**src/sv/dlcg_pkg.sv**
```systemverilog
`timescale 1ns / 1ps
// ----------------------------------------------------------------------------
// dlcg_pkg - shared types and constants for the dual LCG random source
// Item kinds, sequencer states, LCG constants and the seed interleave helper.
// ----------------------------------------------------------------------------
package dlcg_pkg;

  localparam int SEED_W  = 64;
  localparam int HALF_W  = 32;
  localparam int SPAN_W  = HALF_W + 1;
  localparam int CNT_W   = $clog2(SEED_W);
  localparam int IN_W    = 136;
  localparam int OUT_W   = 96;

  localparam logic [63:0] MUL_LO_FULL = 64'd131421833123;
  localparam logic [31:0] MUL_LO      = MUL_LO_FULL[31:0];
  localparam logic [31:0] ADD_LO      = 32'd1312379;
  localparam logic [31:0] MUL_HI      = 32'd232138911;
  localparam logic [31:0] ADD_HI      = 32'd7931307;
  localparam logic [4:0]  ABSORB_SHIFT = 5'd5;  // seed * 31 = (seed << 5) - seed

  typedef enum logic [1:0] {
    KIND_ABSORB = 2'd0,
    KIND_DRAW   = 2'd1,
    KIND_LOAD   = 2'd2
  } kind_t;

  typedef enum logic [2:0] {
    ST_IDLE,
    ST_MUL_LO,
    ST_MUL_HI,
    ST_MIX,
    ST_DIV
  } state_t;

  // {a[31:16], b[31:16], a[15:0], b[15:0]} from bit 63 down
  function automatic logic [SEED_W-1:0] interleave(input logic [HALF_W-1:0] a,
                                                   input logic [HALF_W-1:0] b);
    return {a[31:16], b[31:16], a[15:0], b[15:0]};
  endfunction

endpackage

```
**src/sv/dual_lcg_seeded_range_random.sv**
```systemverilog
`timescale 1ns / 1ps
// ----------------------------------------------------------------------------
// dual_lcg_seeded_range_random - seeded dual LCG source with ranged draws
// Absorb, load and in-range draw beats update a 64-bit seed; draws return
// the raw seed and a value reduced into [range_low, range_high] or range_error.
// ----------------------------------------------------------------------------
// Absorb, load, inverted-range draw and unused kinds: result in the cycle after
//   the beat is taken; one such beat per cycle while the output is drained.
// Draw: ST_MUL_LO and ST_MUL_HI (two passes through the shared 32x32 multiplier),
//   then ST_MIX and ST_DIV (a radix-2 restoring remainder unit, a bit per step);
//   input is not ready meanwhile, so no new beat is taken until the draw is done.
// Reset (synchronous, rst high) clears the seed to zero and empties the output.
module dual_lcg_seeded_range_random (
  input  logic                      clk,
  input  logic                      rst,
  input  logic                      s_axis_tvalid,
  output logic                      s_axis_tready,
  // [7:0] data_byte, [71:8] seed_value, [103:72] range_low, [135:104] range_high
  input  logic [dlcg_pkg::IN_W-1:0] s_axis_tdata,
  // [1:0] kind
  input  logic [1:0]                s_axis_tuser,
  output logic                      m_axis_tvalid,
  input  logic                      m_axis_tready,
  // [31:0] ranged_value, [95:32] raw_draw
  output logic [dlcg_pkg::OUT_W-1:0] m_axis_tdata,
  // [0] range_error
  output logic                      m_axis_tuser
);

  dlcg_pkg::state_t state, state_next;

  logic [dlcg_pkg::SEED_W-1:0] seed;
  logic [dlcg_pkg::SEED_W-1:0] dividend;
  logic [dlcg_pkg::SPAN_W-1:0] rem;
  logic [dlcg_pkg::SPAN_W-1:0] span;
  logic [dlcg_pkg::HALF_W-1:0] low_r;
  logic [dlcg_pkg::HALF_W-1:0] prod;
  logic [dlcg_pkg::HALF_W-1:0] lcg_a;
  logic [dlcg_pkg::CNT_W-1:0]  cnt;

  // input fields
  logic [7:0]                  in_byte;
  logic [dlcg_pkg::SEED_W-1:0] in_seed;
  logic [dlcg_pkg::HALF_W-1:0] in_low;
  logic [dlcg_pkg::HALF_W-1:0] in_high;
  logic                        accept;
  logic                        inverted;
  logic [dlcg_pkg::SPAN_W-1:0] span_in;

  // shared multiplier
  logic [dlcg_pkg::HALF_W-1:0] mul_x;
  logic [dlcg_pkg::HALF_W-1:0] mul_k;
  logic [dlcg_pkg::HALF_W-1:0] mul_p;

  logic [dlcg_pkg::HALF_W-1:0] lcg_b;
  logic [dlcg_pkg::SEED_W-1:0] mixed;
  logic [dlcg_pkg::SPAN_W:0]   trial;
  logic [dlcg_pkg::SPAN_W-1:0] rem_next;
  logic [dlcg_pkg::SEED_W-1:0] absorbed;

  assign in_byte = s_axis_tdata[7:0];
  assign in_seed = s_axis_tdata[71:8];
  assign in_low  = s_axis_tdata[103:72];
  assign in_high = s_axis_tdata[135:104];
  assign accept  = s_axis_tvalid && s_axis_tready;

  assign inverted = $signed(in_low) > $signed(in_high);
  assign span_in  = {in_high[31], in_high} - {in_low[31], in_low}
                    + {{(dlcg_pkg::SPAN_W-1){1'b0}}, 1'b1};

  assign absorbed = (seed << dlcg_pkg::ABSORB_SHIFT) - seed
                    + {{(dlcg_pkg::SEED_W-8){1'b0}}, in_byte};

  assign mul_p = 32'(mul_x * mul_k);
  assign lcg_b = prod + dlcg_pkg::ADD_HI;
  assign mixed = dlcg_pkg::interleave(lcg_a, lcg_b);

  // one restoring step: bring in the next dividend bit, subtract if it fits
  assign trial    = {rem, dividend[dlcg_pkg::SEED_W-1]};
  assign rem_next = (trial >= {1'b0, span}) ? 33'(trial - {1'b0, span}) : trial[32:0];

  // next state
  always_comb begin
    state_next = state;
    unique case (state)
      dlcg_pkg::ST_IDLE: begin
        if (accept && s_axis_tuser == dlcg_pkg::KIND_DRAW && !inverted)
          state_next = dlcg_pkg::ST_MUL_LO;
      end
      dlcg_pkg::ST_MUL_LO: state_next = dlcg_pkg::ST_MUL_HI;
      dlcg_pkg::ST_MUL_HI: state_next = dlcg_pkg::ST_MIX;
      dlcg_pkg::ST_MIX:    state_next = dlcg_pkg::ST_DIV;
      dlcg_pkg::ST_DIV: begin
        if (cnt == dlcg_pkg::CNT_W'(dlcg_pkg::SEED_W - 1))
          state_next = dlcg_pkg::ST_IDLE;
      end
      default: state_next = dlcg_pkg::ST_IDLE;
    endcase
  end

  // control outputs
  always_comb begin
    s_axis_tready = 1'b0;
    mul_x = seed[31:0];
    mul_k = dlcg_pkg::MUL_LO;
    unique case (state)
      dlcg_pkg::ST_IDLE:   s_axis_tready = !m_axis_tvalid || m_axis_tready;
      dlcg_pkg::ST_MUL_LO: begin
        mul_x = seed[31:0];
        mul_k = dlcg_pkg::MUL_LO;
      end
      dlcg_pkg::ST_MUL_HI: begin
        mul_x = seed[63:32];
        mul_k = dlcg_pkg::MUL_HI;
      end
      dlcg_pkg::ST_MIX, dlcg_pkg::ST_DIV: ;
      default: ;
    endcase
  end

  always_ff @(posedge clk) begin
    if (rst) begin
      state         <= dlcg_pkg::ST_IDLE;
      seed          <= '0;
      cnt           <= '0;
      m_axis_tvalid <= 1'b0;
    end else begin
      state <= state_next;
      if (m_axis_tvalid && m_axis_tready)
        m_axis_tvalid <= 1'b0;

      unique case (state)
        dlcg_pkg::ST_IDLE: begin
          if (accept) begin
            low_r <= in_low;
            span  <= span_in;
            case (s_axis_tuser)
              dlcg_pkg::KIND_ABSORB: begin
                seed          <= absorbed;
                m_axis_tvalid <= 1'b1;
                m_axis_tdata  <= {absorbed, {dlcg_pkg::HALF_W{1'b0}}};
                m_axis_tuser  <= 1'b0;
              end
              dlcg_pkg::KIND_LOAD: begin
                seed          <= in_seed;
                m_axis_tvalid <= 1'b1;
                m_axis_tdata  <= {in_seed, {dlcg_pkg::HALF_W{1'b0}}};
                m_axis_tuser  <= 1'b0;
              end
              dlcg_pkg::KIND_DRAW: begin
                // inverted range: report and hold the seed; else start the draw
                if (inverted) begin
                  m_axis_tvalid <= 1'b1;
                  m_axis_tdata  <= {seed, {dlcg_pkg::HALF_W{1'b0}}};
                  m_axis_tuser  <= 1'b1;
                end
              end
              default: begin
                m_axis_tvalid <= 1'b1;
                m_axis_tdata  <= {seed, {dlcg_pkg::HALF_W{1'b0}}};
                m_axis_tuser  <= 1'b0;
              end
            endcase
          end
        end
        dlcg_pkg::ST_MUL_LO: prod <= mul_p;
        dlcg_pkg::ST_MUL_HI: begin
          lcg_a <= prod + dlcg_pkg::ADD_LO;
          prod  <= mul_p;
        end
        dlcg_pkg::ST_MIX: begin
          seed     <= mixed;
          dividend <= mixed;
          rem      <= '0;
          cnt      <= '0;
        end
        dlcg_pkg::ST_DIV: begin
          rem      <= rem_next;
          dividend <= dividend << 1;
          cnt      <= cnt + 1'b1;
          if (cnt == dlcg_pkg::CNT_W'(dlcg_pkg::SEED_W - 1)) begin
            m_axis_tvalid <= 1'b1;
            m_axis_tdata  <= {seed, low_r + rem_next[31:0]};
            m_axis_tuser  <= 1'b0;
          end
        end
        default: ;
      endcase
    end
  end

  // a valid draw leaves the output empty while the sequencer works
  assert property (@(posedge clk) disable iff (rst)
    (accept && s_axis_tuser == dlcg_pkg::KIND_DRAW && !inverted) |=> !m_axis_tvalid)
    else $error("output busy during draw");

  // partial remainder stays below the modulus
  assert property (@(posedge clk) disable iff (rst)
    (state == dlcg_pkg::ST_DIV) |-> (rem < span))
    else $error("remainder out of range");

  // the bit counter only runs inside the remainder loop
  assert property (@(posedge clk) disable iff (rst)
    (state != dlcg_pkg::ST_DIV) |-> (cnt == '0))
    else $error("stray remainder count");

  // a pending result always shows the current seed
  assert property (@(posedge clk) disable iff (rst)
    m_axis_tvalid |-> (m_axis_tdata[95:32] == seed))
    else $error("raw value differs from seed");

endmodule
```
**config.mk**
```make
export PLATFORM = sky130hd
export DESIGN_NAME = dual_lcg_seeded_range_random
export DESIGN_NICKNAME = d
export VERILOG_FILES = /design/src/sv/dlcg_pkg.sv /design/src/sv/dual_lcg_seeded_range_random.sv
export SDC_FILE = /design/constraint.sdc
export NUM_CORES = 2
export LEC_CHECK = 0
export ABC_AREA = 0
export BUFFER_PORTS_ARGS = -buffer_cell sky130_fd_sc_hd__buf_2
export CORE_AREA = 2 2 298 300
export DETAILED_ROUTE_END_ITERATION = 8
export DIE_AREA = 0 0 300 302
export HOLD_SLACK_MARGIN = 0.12
export MAX_ROUTING_LAYER = met4
export SETUP_SLACK_MARGIN = 0.1
export SYNTH_ARGS = -nofsm -noshare
export SYNTH_HDL_FRONTEND = slang
export SYNTH_SLANG_ARGS = --single-unit
export TNS_END_PERCENT = 30
```
**constraint.sdc**
```tcl
create_clock -name clk -period 19.85 [get_ports clk]
set_input_delay 5.955 -clock clk [delete_from_list [all_inputs] [get_ports clk]]
set_output_delay 5.955 -clock clk [all_outputs]
set_load 0.03 [all_outputs]
```
After elaboration in Yosys (flattened, before gate mapping)
Cells that the tools add are included.

word-level totals
  bits in writable memories = 0
  memories kept = 0
  bits in registers = 397
  latch bits = 0
  bits in read-only memories = 0
  word-level logic and storage cells = 86
  bits of input ports = 142

operators by class
  $mul = 1
  add/subtract/negate cells = 9
  shifts and indexed selects = 0
  muxes and demuxes = 29
  reduce and logical (&&, ||, !) cells = 20
  magnitude comparators = 2
  divide/modulo/power cells = 0
  equal/unequal tests = 12
  bitwise logic cells = 1

operators by type and width
  cell                    count
  $pmux 64 s2             3
  $mux 96                 3
  $pmux 96 s3             1
  $pmux 96 s2             1
  $pmux 33 s2             1
  $add 64x8->64           1
  $mux 32                 2
  $mux 64                 1
  $sub 64x64->64          1
  $ge 34x33->1            1
  $add 33x1->33 const B   1
  $mux 33                 1
  $sub 32x32->33          1
  $sub 33x33->33          1
  $add 32x21->32 const B  1
  $add 32x23->32 const B  1
  $add 32x32->32          1
  $gt 32x32->1            1
  $mul 32x32->32          1
  $pmux 3 s5              1
  $pmux 6 s2              1
  $mux 1                  10
  $reduce_and 2->1        4
  $add 6x1->6 const B     1
  21 further kinds        33

Longest topological paths before layout
  depth in word-level cells = 8
  mapped depth = 33
  gate-level depth less buffers = 30

Least setup slack after synthesis
Ideal clock, no wire load.

  kind = in2reg
  start point = in s_axis_tdata[89] (netlist bit)
  end point = reg m_axis_tdata[0] (netlist bit) (enable)
  arrival time = 14.844 ns
  path slack = 4.299 ns
  stages on the path = 14
  required time = 19.144 ns
  path through = inv_1 > ha_1 > a21o_1 > a21oi_1 > nor2b_1 > o21ai_0 > nand2b_1 > a21oi_1 > o21ai_0 > nor4bb_1 > o211ai_1 > mux2i_1 > nor2_1 > a221oi_1

on the way
  cells in the longest elaborated chain, start to end = 3

ends and longest elaborated chain
  element                            line                                 text
  start, declared                    dual_lcg_seeded_range_random.sv:19   input logic [dlcg_pkg::IN_W-1:0] s_axis_tdata,
  $gt 32x32->1                       dual_lcg_seeded_range_random.sv:67   assign inverted = $signed(in_low) > $signed(in_high);
  $ne 3x3->1 (no source line)        -
  $reduce_and 5->1 (no source line)  -
  end signal, assigned               dual_lcg_seeded_range_random.sv:141  m_axis_tdata <= {absorbed, {dlcg_pkg::HALF_W{1'b0}}};
  end signal, assigned               dual_lcg_seeded_range_random.sv:147  m_axis_tdata <= {in_seed, {dlcg_pkg::HALF_W{1'b0}}};
  end signal, assigned               dual_lcg_seeded_range_random.sv:154  m_axis_tdata <= {seed, {dlcg_pkg::HALF_W{1'b0}}};
  end, declared                      dual_lcg_seeded_range_random.sv:25   output logic [dlcg_pkg::OUT_W-1:0] m_axis_tdata,

Every way passes these cells.
A chain may end at the register's enable or synchronous reset.

Final worst setup path
  start point = in m_axis_tready
  end point = out s_axis_tready

on the way
  cells in the longest elaborated chain, start to end = 2

ends and longest elaborated chain
  element           line                                 text
  start, declared   dual_lcg_seeded_range_random.sv:23   input logic m_axis_tready,
  $logic_or 1x1->1  dual_lcg_seeded_range_random.sv:107  dlcg_pkg::ST_IDLE: s_axis_tready = !m_axis_tvalid || m_axis_tready;
  $mux 1            dual_lcg_seeded_range_random.sv:106  unique case (state)
  end, declared     dual_lcg_seeded_range_random.sv:17   output logic s_axis_tready,

Every way passes these cells.

==> flow_metrics.tcl <==
set metrics [dict create \
    status "finished clean" \
    vias_per_cell 5.63 \
    period_needed_ns 12.41 \
    setup_violations 0 \
    layout.nets 5302 \
    crit_path_top_delay_cell "buf_2" \
    hold_class "reg2reg" \
    rows 109 \
    cts.path.max_buffers 3 \
    coreArea_sq_mm 0.0876 \
    synthTopCellsByArea "edfxtp_1 25%, ha_1 15%, fa_1 14%, inv_1 5.2%, xnor2_1 4.8%" \
    path_clk_slew_ns 0.06 \
    synth_top_area_frac 0.249 \
    drc 0 \
    post-cts-setup-buffer-count 0 \
    first_global_vias 31500 \
    synth_common_cells "537 x inv_1, 462 x ha_1, 460 x nand2_1, 370 x nor2_1, 323 x edfxtp_1" \
    cp.arrival_ns 6.45 \
    cts_tree "done" \
    timing.rr.start "state[0]" \
    finalSetupTns_ns 0 \
    finalCritPeriodShare 0.625 \
    yosysWarnings 0 \
    hold_viol 0 \
    place_ws_ns 7.44 \
    critPathCaptureType "output port" \
    io_pins 241 \
    min_path_cells 2 \
    io_buffers 240 \
    vias 31700 \
    cts.sinks 397 \
    cts-root-buf "clkbuf_16" \
    slew-limit-headroom 0.207 \
    path_max_fanout 2 \
    synth_area_sq_mm 0.0390 \
    slowest_delay_ns 0.22 \
    fp.dieW_um 300 \
    r2r_end "prod[31]" \
    avgRoutedWirePerCell_um 23.4 \
    hp-start "dividend[31]" \
    die_h_um 302 \
    cap_viol_max_count 0 \
    htree_levels 2 \
    utilization 0.492 \
    drt_pre_antenna_iters 8 \
    cts_resized 0 \
    async_reset_ff_frac 0 \
    syn-mean-instance-area_sq_um 9.13 \
    synth_edf_count 323 \
    report.final.slew_viol_count 0 \
    ant_nets 0 \
    rsz0062_at_grt "no" \
    ff2ff_path_depth 27 \
    ys.flop_type "edfxtp_1" \
    hold_buffers 0 \
    grt_max_degree 79 \
    grt_pass1_wl_mm 198 \
    ys_seq_area_frac 0.287 \
    worstSetupPathType "in2out" \
    fin_worst_skew_ns 0.0343 \
    synth.most_common_cell "inv_1" \
    hold_path_end "dividend[32]" \
    clock_latency_ns 0.67 \
    worstPathCellList "buf_2, nor2b_1, nor2b_1, buf_2" \
    tightest_slew_ns 1.18 \
    initial_utilization 0.445 \
    required_ns 13.89 \
    wl_mm 132 \
    place.gp.congestion 1.01 \
    power_leakage_nw 19.7 \
    cts_inserted_buffers 51 \
    total_power_w 0.00540 \
    timing.final.ws_setup_ns 7.44 \
    worst_hold_slack_ns 0.483 \
    synth.ff_latch_count 397 \
    post-dp-hpwl_mm 107 \
    drive_gt1_frac 0.0948 \
    grt_use_total 0.300 \
    antenna_found_initial 3 \
    fmax_ghz 0.0806 \
    overflow 0 \
    drt_iter0_markers 2557 \
    synthToLayoutAreaGrowth_pct 10.4 \
    synthCells 4271 \
    dieArea_sq_mm 0.0906 \
    worst-r2r-setup-slack_ns 10.43 \
    critical_path_buf_inv_count 2 \
    critical-path-top-delay-family "buffers and inverters" \
    synth_area_leader_cell "edfxtp_1" \
    ys_types 83 \
    syn-num-nets 5145 \
    startpoint_type "input port" \
    ir_worst_vdd_uv 107 \
    powerDensity_mw_per_mm2 125 \
]
==> cell type report <==
cell class              instances  area [sq um]
multi-input cells            3158         25200
well taps                    1165          1460
inverters                     539          2020
flip-flops and latches        397         11200
diodes                          6          15.0
repair buffers                281          1510
clock buffers                  70          1390
clock inverters                26           273
fillers                      8479         44500
==> per-layer routing <==
metal	GRT usage	share of wire	vias up
met5	-	0	-
met4	0.108	0.041	0
met3	0.0443	0.072	214
met2	0.473	0.46	1158
met1	0.393	0.43	15500
li1	-	-	14900
==> worst min-delay path: stages (launching register included) <==
cell and delay, ns:
edfxtp_1 0.32, nand2_1 0.05, nand2_1 0.04
==> registers in the layout, indices dropped and copies added, names as in the netlist <==
signal         flops
cnt                6
dividend          64
lcg_a             32
low_r             32
m_axis_tdata      96
m_axis_tuser       1
m_axis_tvalid      1
prod              32
rem               33
seed              64
span              33
state              3
==> placed cells by master, fill, tap and decap left out, drive strengths merged, types with 25 or more instances in the layout <==
master   Yosys  routed
a2111oi     25      25
a211oi      72      72
a21o        73      73
a21oi      284     284
a31oi       36      36
and2        38      38
and3        38      38
buf         18     281
clkbuf     159      70
dfxtp       74      74
edfxtp     323     323
fa         270     270
ha         462     462
inv        537     539
nand2      460     460
nand2b      41      41
nand3       51      51
nand4       42      42
nor2       371     371
nor2b       32      32
nor3        56      56
o21a        33      33
o21ai      214     214
o21bai      32      32
xnor2      213     213
xor2        92      92
==> through the flow <==
| stage | instances | cell area (sq um) |
|---|---|---|
| floorplan | 4271 | 39000 |
| global placement | 5540 | 41400 |
| detailed placement | 5540 | 41400 |
| CTS | 5636 | 43000 |
| global route | 5639 | 43100 |
| finish | 5642 | 43100 |
==> logic make-up after synthesis <==
| group | Yosys count | share of synthesized area |
|---|---|---|
| XOR/XNOR | 306 | 0.0691 |
| flip-flops | 397 | 0.287 |
| AND/OR/NAND/NOR | 1190 | 0.135 |
| multiplexers | 24 | 0.00648 |
| adder cells (fa/ha/maj) | 732 | 0.287 |
| AO/OA/AOI/OAI | 906 | 0.146 |
| buffers and inverters | 716 | 0.0692 |
==> worst max path at each step <==
stage                           from               to  slack, ns  depth (start not counted)
detailed placement     m_axis_tready    s_axis_tready       7.44                          4
global placement       m_axis_tready    s_axis_tready       7.44                          4
CTS                    m_axis_tready    s_axis_tready       7.44                          4
global route           m_axis_tready    s_axis_tready       7.41                          4
finish                 m_axis_tready    s_axis_tready       7.44                          4
floorplan           s_axis_tdata[89]  m_axis_tdata[0]       4.30                         14
==> where the power goes <==
part / total (W) / switching [W] / internal (W) / leakage [nW]
Combinational: 0.00330 / 0.00194 / 0.00136 / 15.3
Clock: 0.000943 / 0.000411 / 0.000533 / 0.817
Sequential: 0.00116 / 0.0000765 / 0.00108 / 3.59
Note: power is estimated with default switching activity, not from simulation.
